`src/rtl/thin_pkg.sv`:
```
package thin_pkg;

  localparam int DEF_MAX_WIDTH  = 1024;
  localparam int DEF_MAX_HEIGHT = 1024;

  localparam int CFG_DATA_W = 11;
  localparam int CFG_IDX_W  = 2;

  typedef enum logic [CFG_IDX_W-1:0] {
    REG_IMAGE_WIDTH   = 2'd0,
    REG_IMAGE_HEIGHT  = 2'd1,
    REG_SUB_ITERATION = 2'd2
  } cfg_reg_t;

  localparam logic [CFG_DATA_W-1:0] RESET_IMAGE_WIDTH  = 11'd1024;
  localparam logic [CFG_DATA_W-1:0] RESET_IMAGE_HEIGHT = 11'd1024;
  localparam logic [CFG_DATA_W-1:0] MIN_IMAGE_SIZE     = 11'd3;

  // one window column: bit 0 top row, bit 1 middle row, bit 2 bottom row
  typedef logic [2:0] win_col_t;

  // 3x3 window, c2 is the newest column
  typedef struct packed {
    win_col_t c2;
    win_col_t c1;
    win_col_t c0;
  } win_t;

endpackage

```
`src/rtl/thin_ram.sv`:
```
module thin_ram #(
  parameter int WIDTH = 2,
  parameter int DEPTH = 1024,
  localparam int AW = $clog2(DEPTH)
) (
  input  logic             clk,
  input  logic             wr_en,
  input  logic [AW-1:0]    wr_addr,
  input  logic [WIDTH-1:0] wr_data,
  input  logic [AW-1:0]    rd_addr,
  output logic [WIDTH-1:0] rd_data_r
);

  logic [WIDTH-1:0] mem [DEPTH];

  always_ff @(posedge clk) begin
    if (wr_en) begin
      mem[wr_addr] <= wr_data;
    end
    rd_data_r <= mem[rd_addr];
  end

endmodule

```
`src/rtl/thin_win_cell.sv`:
```
module thin_win_cell import thin_pkg::*; (
  input  logic     clk,
  input  logic     rst_n,
  input  logic     shift_en,
  input  win_col_t col_in,
  output win_col_t col_r
);

  always_ff @(posedge clk) begin
    if (!rst_n) begin
      col_r <= '0;
    end else if (shift_en) begin
      col_r <= col_in;
    end
  end

endmodule

```
`src/rtl/thin_decide.sv`:
```
module thin_decide import thin_pkg::*; (
  input  win_t win,
  input  logic sub_iteration,
  output logic del
);

  logic [7:0] ring;
  logic [3:0] whites;
  logic [3:0] steps;
  logic       centre;
  logic       t1;
  logic       t2;

  // ring order P2..P9, clockwise from the pixel above the centre
  assign ring[0] = win.c1[0];
  assign ring[1] = win.c2[0];
  assign ring[2] = win.c2[1];
  assign ring[3] = win.c2[2];
  assign ring[4] = win.c1[2];
  assign ring[5] = win.c0[2];
  assign ring[6] = win.c0[1];
  assign ring[7] = win.c0[0];
  assign centre  = win.c1[1];

  assign whites = 4'($countones(ring));

  always_comb begin
    steps = '0;
    for (int i = 0; i < 8; i++) begin
      steps = steps + 4'(!ring[i] && ring[(i + 1) & 7]);
    end
  end

  always_comb begin
    if (sub_iteration) begin
      t1 = !ring[0] || !ring[2] || !ring[6];
      t2 = !ring[0] || !ring[4] || !ring[6];
    end else begin
      t1 = !ring[0] || !ring[2] || !ring[4];
      t2 = !ring[2] || !ring[4] || !ring[6];
    end
  end

  assign del = centre && (steps == 4'd1) && (whites >= 4'd2) && (whites <= 4'd6) && t1 && t2;

endmodule

```
`src/rtl/thinning_subiteration_pass_core.sv`:
```
// one sub-iteration of two-pass thinning over a binary frame in raster order
//
// input channel: one pixel per item (1 white), in_drain marks a filler item
// that advances the stream as a black pixel. after each frame the host sends
// image_width+1 drain items so the window empties.
// result channel: the first image_width+1 items of a frame give no result;
// after that each item gives the pixel one row and one pixel behind it.
// the last result carries out_frame_last and out_any_deleted.
// configuration: write image_width, image_height, sub_iteration while idle.
//
// one item per cycle while the receiver takes results; a result is registered
// in the cycle after its item. the window is the incoming column and a chain
// of two column cells, fed by a two-bit wide line store of MAX_WIDTH entries
// (one read and one write per cycle).
// reset clears counters, window and flags; the line store is not cleared,
// row zero of every frame overwrites it before use.
// when the receiver stalls with a result pending, in_ready drops until the
// result is taken.
module thinning_subiteration_pass_core import thin_pkg::*; #(
  parameter int MAX_WIDTH  = DEF_MAX_WIDTH,
  parameter int MAX_HEIGHT = DEF_MAX_HEIGHT
) (
  input  logic                  clk,
  input  logic                  rst_n,
  input  logic                  in_valid,
  output logic                  in_ready,
  input  logic                  in_pixel_in,
  input  logic                  in_drain,
  output logic                  out_valid,
  input  logic                  out_ready,
  output logic                  out_pixel_out,
  output logic                  out_frame_last,
  output logic                  out_any_deleted,
  input  logic                  cfg_wr_en,
  input  logic [CFG_IDX_W-1:0]  cfg_index,
  input  logic [CFG_DATA_W-1:0] cfg_wr_data
);

  localparam int CW     = $clog2(MAX_WIDTH);
  localparam int WW     = $clog2(MAX_WIDTH + 1);
  localparam int RW     = $clog2(MAX_HEIGHT + 3);
  localparam int CMPW_W = (WW > CFG_DATA_W) ? WW : CFG_DATA_W;
  localparam int CMPW_H = (RW > CFG_DATA_W) ? RW : CFG_DATA_W;

  function automatic logic [WW-1:0] clamp_w(input logic [CFG_DATA_W-1:0] v);
    logic [CMPW_W-1:0] x;
    x = CMPW_W'(v);
    if (x < CMPW_W'(MIN_IMAGE_SIZE)) x = CMPW_W'(MIN_IMAGE_SIZE);
    else if (x > CMPW_W'(MAX_WIDTH)) x = CMPW_W'(MAX_WIDTH);
    return WW'(x);
  endfunction

  function automatic logic [RW-1:0] clamp_h(input logic [CFG_DATA_W-1:0] v);
    logic [CMPW_H-1:0] x;
    x = CMPW_H'(v);
    if (x < CMPW_H'(MIN_IMAGE_SIZE)) x = CMPW_H'(MIN_IMAGE_SIZE);
    else if (x > CMPW_H'(MAX_HEIGHT)) x = CMPW_H'(MAX_HEIGHT);
    return RW'(x);
  endfunction

  // configuration registers
  logic [CFG_DATA_W-1:0] width_r, width_nxt;
  logic [CFG_DATA_W-1:0] height_r, height_nxt;
  logic                  sub_r, sub_nxt;

  always_comb begin
    width_nxt  = width_r;
    height_nxt = height_r;
    sub_nxt    = sub_r;
    if (cfg_wr_en) begin
      case (cfg_index)
        REG_IMAGE_WIDTH:   width_nxt  = cfg_wr_data;
        REG_IMAGE_HEIGHT:  height_nxt = cfg_wr_data;
        REG_SUB_ITERATION: sub_nxt    = cfg_wr_data[0];
        default: ;
      endcase
    end
  end

  always_ff @(posedge clk) begin
    if (!rst_n) begin
      width_r  <= RESET_IMAGE_WIDTH;
      height_r <= RESET_IMAGE_HEIGHT;
      sub_r    <= 1'b0;
    end else begin
      width_r  <= width_nxt;
      height_r <= height_nxt;
      sub_r    <= sub_nxt;
    end
  end

  logic [WW-1:0] wdt, wdt_nxt;
  logic [RW-1:0] hgt;

  assign wdt     = clamp_w(width_r);
  assign wdt_nxt = clamp_w(width_nxt);
  assign hgt     = clamp_h(height_r);

  // position of the incoming item
  logic [CW-1:0] col_r, col_nxt;
  logic [RW-1:0] row_r, row_nxt;
  logic          flag_r, flag_nxt;
  logic          wrap_now;
  logic [CW-1:0] c;
  logic [RW-1:0] r;
  logic [CW:0]   col_inc;

  logic accept;
  logic v;
  logic emit;
  logic last;
  logic test_ok;
  logic del;
  logic decide_del;
  logic pix;

  // output register
  logic out_valid_r, out_pix_r, out_last_r, out_anydel_r;

  assign in_ready = rst_n && (!out_valid_r || out_ready);
  assign accept   = in_valid && in_ready;
  assign v        = in_pixel_in & ~in_drain;

  // a column left at or above a narrowed width moves on to the next row
  assign wrap_now = (CW + 1)'(col_r) >= (CW + 1)'(wdt);
  assign c        = wrap_now ? '0 : col_r;
  assign r        = wrap_now ? row_r + RW'(1) : row_r;
  assign col_inc  = (CW + 1)'(c) + (CW + 1)'(1);

  assign emit    = (r >= RW'(2)) || ((r == RW'(1)) && (c >= CW'(1)));
  assign last    = r >= (hgt + RW'(1));
  assign test_ok = (c >= CW'(2)) && (r >= RW'(2)) && (r < hgt);

  always_comb begin
    col_nxt  = col_r;
    row_nxt  = row_r;
    flag_nxt = flag_r;
    if (accept) begin
      if (last) begin
        col_nxt  = '0;
        row_nxt  = '0;
        flag_nxt = 1'b0;
      end else begin
        flag_nxt = flag_r | del;
        if (col_inc >= (CW + 1)'(wdt)) begin
          col_nxt = '0;
          row_nxt = r + RW'(1);
        end else begin
          col_nxt = col_inc[CW-1:0];
          row_nxt = r;
        end
      end
    end
  end

  always_ff @(posedge clk) begin
    if (!rst_n) begin
      col_r  <= '0;
      row_r  <= '0;
      flag_r <= 1'b0;
    end else begin
      col_r  <= col_nxt;
      row_r  <= row_nxt;
      flag_r <= flag_nxt;
    end
  end

  // line store: bit 1 two rows up, bit 0 one row up
  logic [CW-1:0] rd_addr;
  logic [1:0]    ram_rd;
  logic [1:0]    lines;
  logic [1:0]    wr_data;
  logic          byp_v_r, byp_v_nxt;
  logic [1:0]    byp_d_r;

  // read ahead for the column of the next item
  always_comb begin
    if (!rst_n) begin
      rd_addr = '0;
    end else if ((CW + 1)'(col_nxt) >= (CW + 1)'(wdt_nxt)) begin
      rd_addr = '0;
    end else begin
      rd_addr = col_nxt;
    end
  end

  assign lines     = byp_v_r ? byp_d_r : ram_rd;
  assign wr_data   = {lines[0], v};
  assign byp_v_nxt = accept && (rd_addr == c);

  always_ff @(posedge clk) begin
    if (!rst_n) begin
      byp_v_r <= 1'b0;
    end else begin
      byp_v_r <= byp_v_nxt;
    end
  end

  always_ff @(posedge clk) begin
    byp_d_r <= wr_data;
  end

  thin_ram #(
    .WIDTH (2),
    .DEPTH (MAX_WIDTH)
  ) u_lines (
    .clk       (clk),
    .wr_en     (accept),
    .wr_addr   (c),
    .wr_data   (wr_data),
    .rd_addr   (rd_addr),
    .rd_data_r (ram_rd)
  );

  // window: incoming column plus a chain of column cells, cell 1 takes the new column
  win_col_t cell_q [2];
  win_col_t new_col;
  win_t     win_new;

  assign new_col = {v, lines[0], lines[1]};

  for (genvar j = 0; j < 2; j++) begin : g_cell
    win_col_t cell_d;
    if (j == 1) begin : g_head
      assign cell_d = new_col;
    end else begin : g_link
      assign cell_d = cell_q[j+1];
    end
    thin_win_cell u_cell (
      .clk      (clk),
      .rst_n    (rst_n),
      .shift_en (accept),
      .col_in   (cell_d),
      .col_r    (cell_q[j])
    );
  end

  assign win_new = '{c2: new_col, c1: cell_q[1], c0: cell_q[0]};

  thin_decide u_decide (
    .win           (win_new),
    .sub_iteration (sub_r),
    .del           (decide_del)
  );

  assign del = test_ok && decide_del;
  // center of the shifted window, also the last pixel of a row at column zero
  assign pix = cell_q[1][1];

  always_ff @(posedge clk) begin
    if (!rst_n) begin
      out_valid_r <= 1'b0;
    end else if (accept && (emit || last)) begin
      out_valid_r <= 1'b1;
    end else if (out_ready) begin
      out_valid_r <= 1'b0;
    end
  end

  always_ff @(posedge clk) begin
    if (accept && (emit || last)) begin
      out_pix_r    <= pix & ~del;
      out_last_r   <= last;
      out_anydel_r <= last & flag_r;
    end
  end

  assign out_valid       = out_valid_r;
  assign out_pixel_out   = out_pix_r;
  assign out_frame_last  = out_last_r;
  assign out_any_deleted = out_anydel_r;

endmodule

```
`config.mk`:
```
export PLATFORM = sky130hd
export DESIGN_NAME = thinning_subiteration_pass_core
export DESIGN_NICKNAME = d
export VERILOG_FILES = /design/src/rtl/thin_pkg.sv /design/src/rtl/thin_ram.sv /design/src/rtl/thin_win_cell.sv /design/src/rtl/thin_decide.sv /design/src/rtl/thinning_subiteration_pass_core.sv
export SDC_FILE = /design/constraint.sdc
export NUM_CORES = 2
export LEC_CHECK = 0
export BUFFER_PORTS_ARGS = -buffer_cell sky130_fd_sc_hd__buf_2
export CAP_MARGIN = 20
export CORE_MARGIN = 3
export CORE_UTILIZATION = 35
export CTS_BUF_LIST = sky130_fd_sc_hd__clkbuf_8
export DETAILED_ROUTE_END_ITERATION = 8
export GPL_ROUTABILITY_DRIVEN = 0
export PLACE_DENSITY = 0.6
export RECOVER_POWER = 25
export SLEW_MARGIN = 40
export SYNTH_ARGS = -nofsm -noshare
export SYNTH_HDL_FRONTEND = slang
export SYNTH_SLANG_ARGS = --single-unit
export TNS_END_PERCENT = 100
```
`constraint.sdc`:
```
create_clock -name clk -period 55.7 [get_ports clk]
set_input_delay 5.57 -clock clk [delete_from_list [all_inputs] [get_ports clk]]
set_output_delay 5.57 -clock clk [all_outputs]
set_load 0.01 [all_outputs]
```
==> impl_metrics.py <==
metrics = {
    "sta": {
        "rsz0062_at_grt": "false",
        "slew_viol_final": 1171,
        "fmax_mhz": 64.5,
        "final_hold_viol_count": 0,
        "worst_pin_slew_ns": 6.47,
        "finalCritPeriodShare_pct": 27.8,
        "period_minus_slack_ns": 15.50,
        "slew_headroom_pct": -332,
        "finClkSkew_ns": 0.0974,
        "fin_setup_tns_ns": 0,
        "setup_violations": 0,
    },
    "drt": {
        "drtIter0Drc": 10500,
        "via_per_inst": 6.05,
        "antenna_left": 0,
        "drcViolationCount": 1,
        "first_pass_iters": 9,
        "wirelength_mm": 321,
        "vias": 65400,
        "wl_per_cell_um": 29.7,
    },
    "clocking": {
        "clockBufferDepth": 4,
        "cts_made_buffers": 363,
        "cts_root_buf": "clkbuf_8",
        "cts_hold_buf": 0,
        "cts_tree": "yes",
        "post_cts_buffers": 0,
        "clock-sinks": 2108,
        "path_clk_slew_ns": 0.06,
        "cts_resized": 0,
        "clock_latency_ns": 1.10,
        "htree_levels": 5,
    },
    "worst_setup_path": {
        "start_kind": "flop",
        "worstPathArrival_ns": 15.62,
        "crit_slowest_cell": "clkinvlp_2",
        "path_buf_inv": 5,
        "rr_endpoint": "u_lines.mem[302][1]",
        "crit_required_ns": 55.82,
        "crit_top_cell": "clkbuf_1",
        "regToRegStartpoint": "u_lines.rd_data_r[0]",
        "endpoint_kind": "flop",
        "cp_slowest_stage_delay_ns": 3.72,
        "crit_fanout": 173,
        "cp_top_family": "buffers and inverters",
        "reg2reg_depth": 6,
        "startpoint": "u_lines.rd_data_r[0]",
        "crit_chain": "mux2i_1, clkinvlp_2, clkbuf_1, clkbuf_1, clkbuf_1, clkbuf_1",
        "criticalPathCategory": "reg2reg",
        "worst-r2r-setup-slack_ns": 40.20,
    },
    "floorplan": {
        "dieWidth_um": 514,
        "dieArea_sq_mm": 0.265,
        "die_y_um": 514,
        "core_sq_mm": 0.257,
        "initial_core_util_pct": 35.2,
        "rows": 186,
        "top_level_ports": 25,
    },
    "finish": {
        "drive_above_1_share_pct": 11.4,
        "area_delta_synth_final_pct": 11.4,
        "final_area_sq_mm": 0.101,
        "num-fill-cells": 24400,
        "fin_nets": 7266,
    },
    "synthesis": {
        "synth.avg_cell_area_sq_um": 12.6,
        "synth_edf_count": 2051,
        "ys_ff_latch": 2108,
        "syn-num-nets": 7267,
        "ys_seq_area_share_pct": 69.3,
        "synthFlopType": "edfxtp_1",
        "synthCells": 7164,
        "async_flop_share_pct": 0,
        "ys_types": 105,
        "syn_area_sq_mm": 0.0905,
        "yosysWarnings": 0,
    },
    "outcome": {
        "status": "finished, violations left",
        "violations": "DRC, capacitance limit, slew limit",
    },
    "min_path": {
        "holdPathEnd": "g_cell[1].u_cell.col_r[1]",
        "hold_class": "reg2reg",
        "holdPathStages": 2,
        "min_from": "g_cell[1].u_cell.col_r[1]",
    },
    "placed_design": {
        "io_buffers": 24,
        "place_area_sq_mm": 0.0944,
        "dp_hpwl_mm": 178,
    },
    "grt": {
        "grt_pass1_wl_mm": 454,
        "grt_usage_pct": 23.5,
        "grt_pass1_vias": 63600,
        "antenna_found_initial": 15,
        "grt_overflow": 0,
        "grt_max_degree": 174,
    },
    "pwr": {
        "p_per_area_mw_per_mm2": 32.3,
        "totalPowerFinal_w": 0.00326,
        "vdd_drop_max_mv": 0.0265,
        "p_leak_nw": 30.9,
    },
    "run": {
        "max_cap_violations": 15,
    },
}
[per-stage QoR]
step	setup slack, ns	utilization (%)	hold slack (ns)	cells
after floorplan	18.79	-	0.444	7164
after global placement	40.58	36.6	0.458	10200
after detailed placement	41.04	36.7	0.462	10200
after CTS	42.16	39.2	0.475	10800
after global routing	39.39	39.2	0.543	10800
final	40.20	39.2	0.475	10800
[routing by layer]
layer | wire (um) | up-vias | track usage, %
met4 | 17000 | 6 | 11.4
met1 | 123000 | 32800 | 31.5
met2 | 140000 | 4587 | 35.0
li1 | - | 27100 | -
met5 | 38 | - | 0
met3 | 41000 | 873 | 6.50
[placed cells by master (no fill, tap or decap), types with 13 or more instances in the layout]
| cell | n |
|---|---|
| o221ai_1 | 217 |
| a211o_1 | 18 |
| nand2_1 | 656 |
| or4_1 | 20 |
| o21ai_0 | 243 |
| edfxtp_1 | 2051 |
| nor4_1 | 37 |
| mux2_2 | 40 |
| nand2b_1 | 13 |
| clkinv_1 | 91 |
| a21oi_1 | 304 |
| a211oi_1 | 69 |
| ha_1 | 75 |
| a21o_1 | 16 |
| and3_1 | 57 |
| clkinv_2 | 52 |
| mux4_2 | 13 |
| buf_6 | 24 |
| nor2_1 | 1269 |
| nor3_1 | 107 |
| a22oi_1 | 32 |
| inv_1 | 149 |
| clkbuf_8 | 377 |
| a31oi_1 | 84 |
| nand4_1 | 57 |
| buf_2 | 24 |
| mux2i_1 | 141 |
| o22ai_1 | 155 |
| buf_4 | 167 |
| a32oi_1 | 19 |
| dfxtp_1 | 57 |
| xnor2_1 | 17 |
| or3_1 | 140 |
| a311oi_1 | 15 |
| nand2_2 | 15 |
| o311ai_0 | 22 |
| o211ai_1 | 105 |
| nand3_1 | 152 |
| clkbuf_1 | 15 |
[state kept, by name (all words and copies together) (netlist names)]
| signal | cells |
|---|---|
| out_any_deleted | 1 |
| col_r | 10 |
| byp_v_r | 1 |
| out_valid | 1 |
| u_lines.mem | 2048 |
| out_pixel_out | 1 |
| width_r | 11 |
| g_cell.u_cell.col_r | 6 |
| sub_r | 1 |
| flag_r | 1 |
| byp_d_r | 2 |
| u_lines.rd_data_r | 2 |
| out_frame_last | 1 |
| row_r | 11 |
| height_r | 11 |
[worst max-delay path by stage]
stage,depth (start not counted),slack [ns],to
floorplan,17,18.79,flag_r
global placement,25,40.58,u_lines.rd_data_r[1]
detailed placement,27,41.04,u_lines.rd_data_r[1]
CTS,27,42.16,u_lines.rd_data_r[1]
global route,6,39.39,u_lines.mem[302][1]
finish,6,40.20,u_lines.mem[302][1]
[where the power goes]
| part | leakage (nW) | switching [W] | internal, W | total, W |
|---|---|---|---|---|
| Clock | 3.67 | 0.000635 | 0.000652 | 0.00129 |
| Sequential | 17.9 | 0.00000195 | 0.00178 | 0.00178 |
| Combinational | 9.37 | 0.000154 | 0.0000414 | 0.000196 |
[cell usage after synthesis (75+ instances only)]
| cell | number | area share (%) |
|---|---|---|
| edfxtp_1 | 2051 | 68 |
| nor2_1 | 1279 | 5.3 |
| nand2_1 | 675 | 2.8 |
| clkbuf_1 | 321 | 1.3 |
| a21oi_1 | 307 | 1.7 |
| o21ai_0 | 243 | 1.3 |
| o221ai_1 | 218 | 2.1 |
| buf_2 | 193 | 1.1 |
| o22ai_1 | 155 | 1.1 |
| nand3_1 | 152 | 0.84 |
| mux2i_1 | 141 | 1.6 |
| or3_1 | 140 | 0.97 |
| nor3_1 | 116 | 0.64 |
| o211ai_1 | 105 | 0.87 |
| a31oi_1 | 85 | 0.59 |
| ha_1 | 75 | 1.0 |
[tightest hold or removal path: stages (launching register included)]
cell	delay, ns
dfxtp_1	0.32
nand3_1	0.06
o21ai_0	0.06
[kinds of logic (layout without fill, tap and decap cells)]
| group | count (synthesis) | after routing | synth area share [%] |
|---|---|---|---|
| adders and majority gates | 83 | 83 | 1.21 |
| xor gates and xnor gates | 29 | 29 | 0.281 |
| DFF | 2108 | 2108 | 69.3 |
| muxes | 194 | 194 | 2.38 |
| AOI/OAI and AO/OA | 1475 | 1475 | 11.1 |
| other | 0 | 6 | 0 |
| buffers and inverters | 667 | 934 | 3.25 |
| and+or+nand+nor | 2608 | 2608 | 12.4 |
[layout make-up]
class	count	area (sq um)	area share (%)
tap	3384	4230	4.20
sequential	2108	62700	62.2
inverter	57	225	0.223
multi-input combinational	4389	25200	25.0
antenna	6	15.0	0.0149
clock buffer	377	5190	5.15
timing repair buffer	244	1990	1.97
clock inverter	256	1230	1.22
Power figures use the tool's default switching activity.
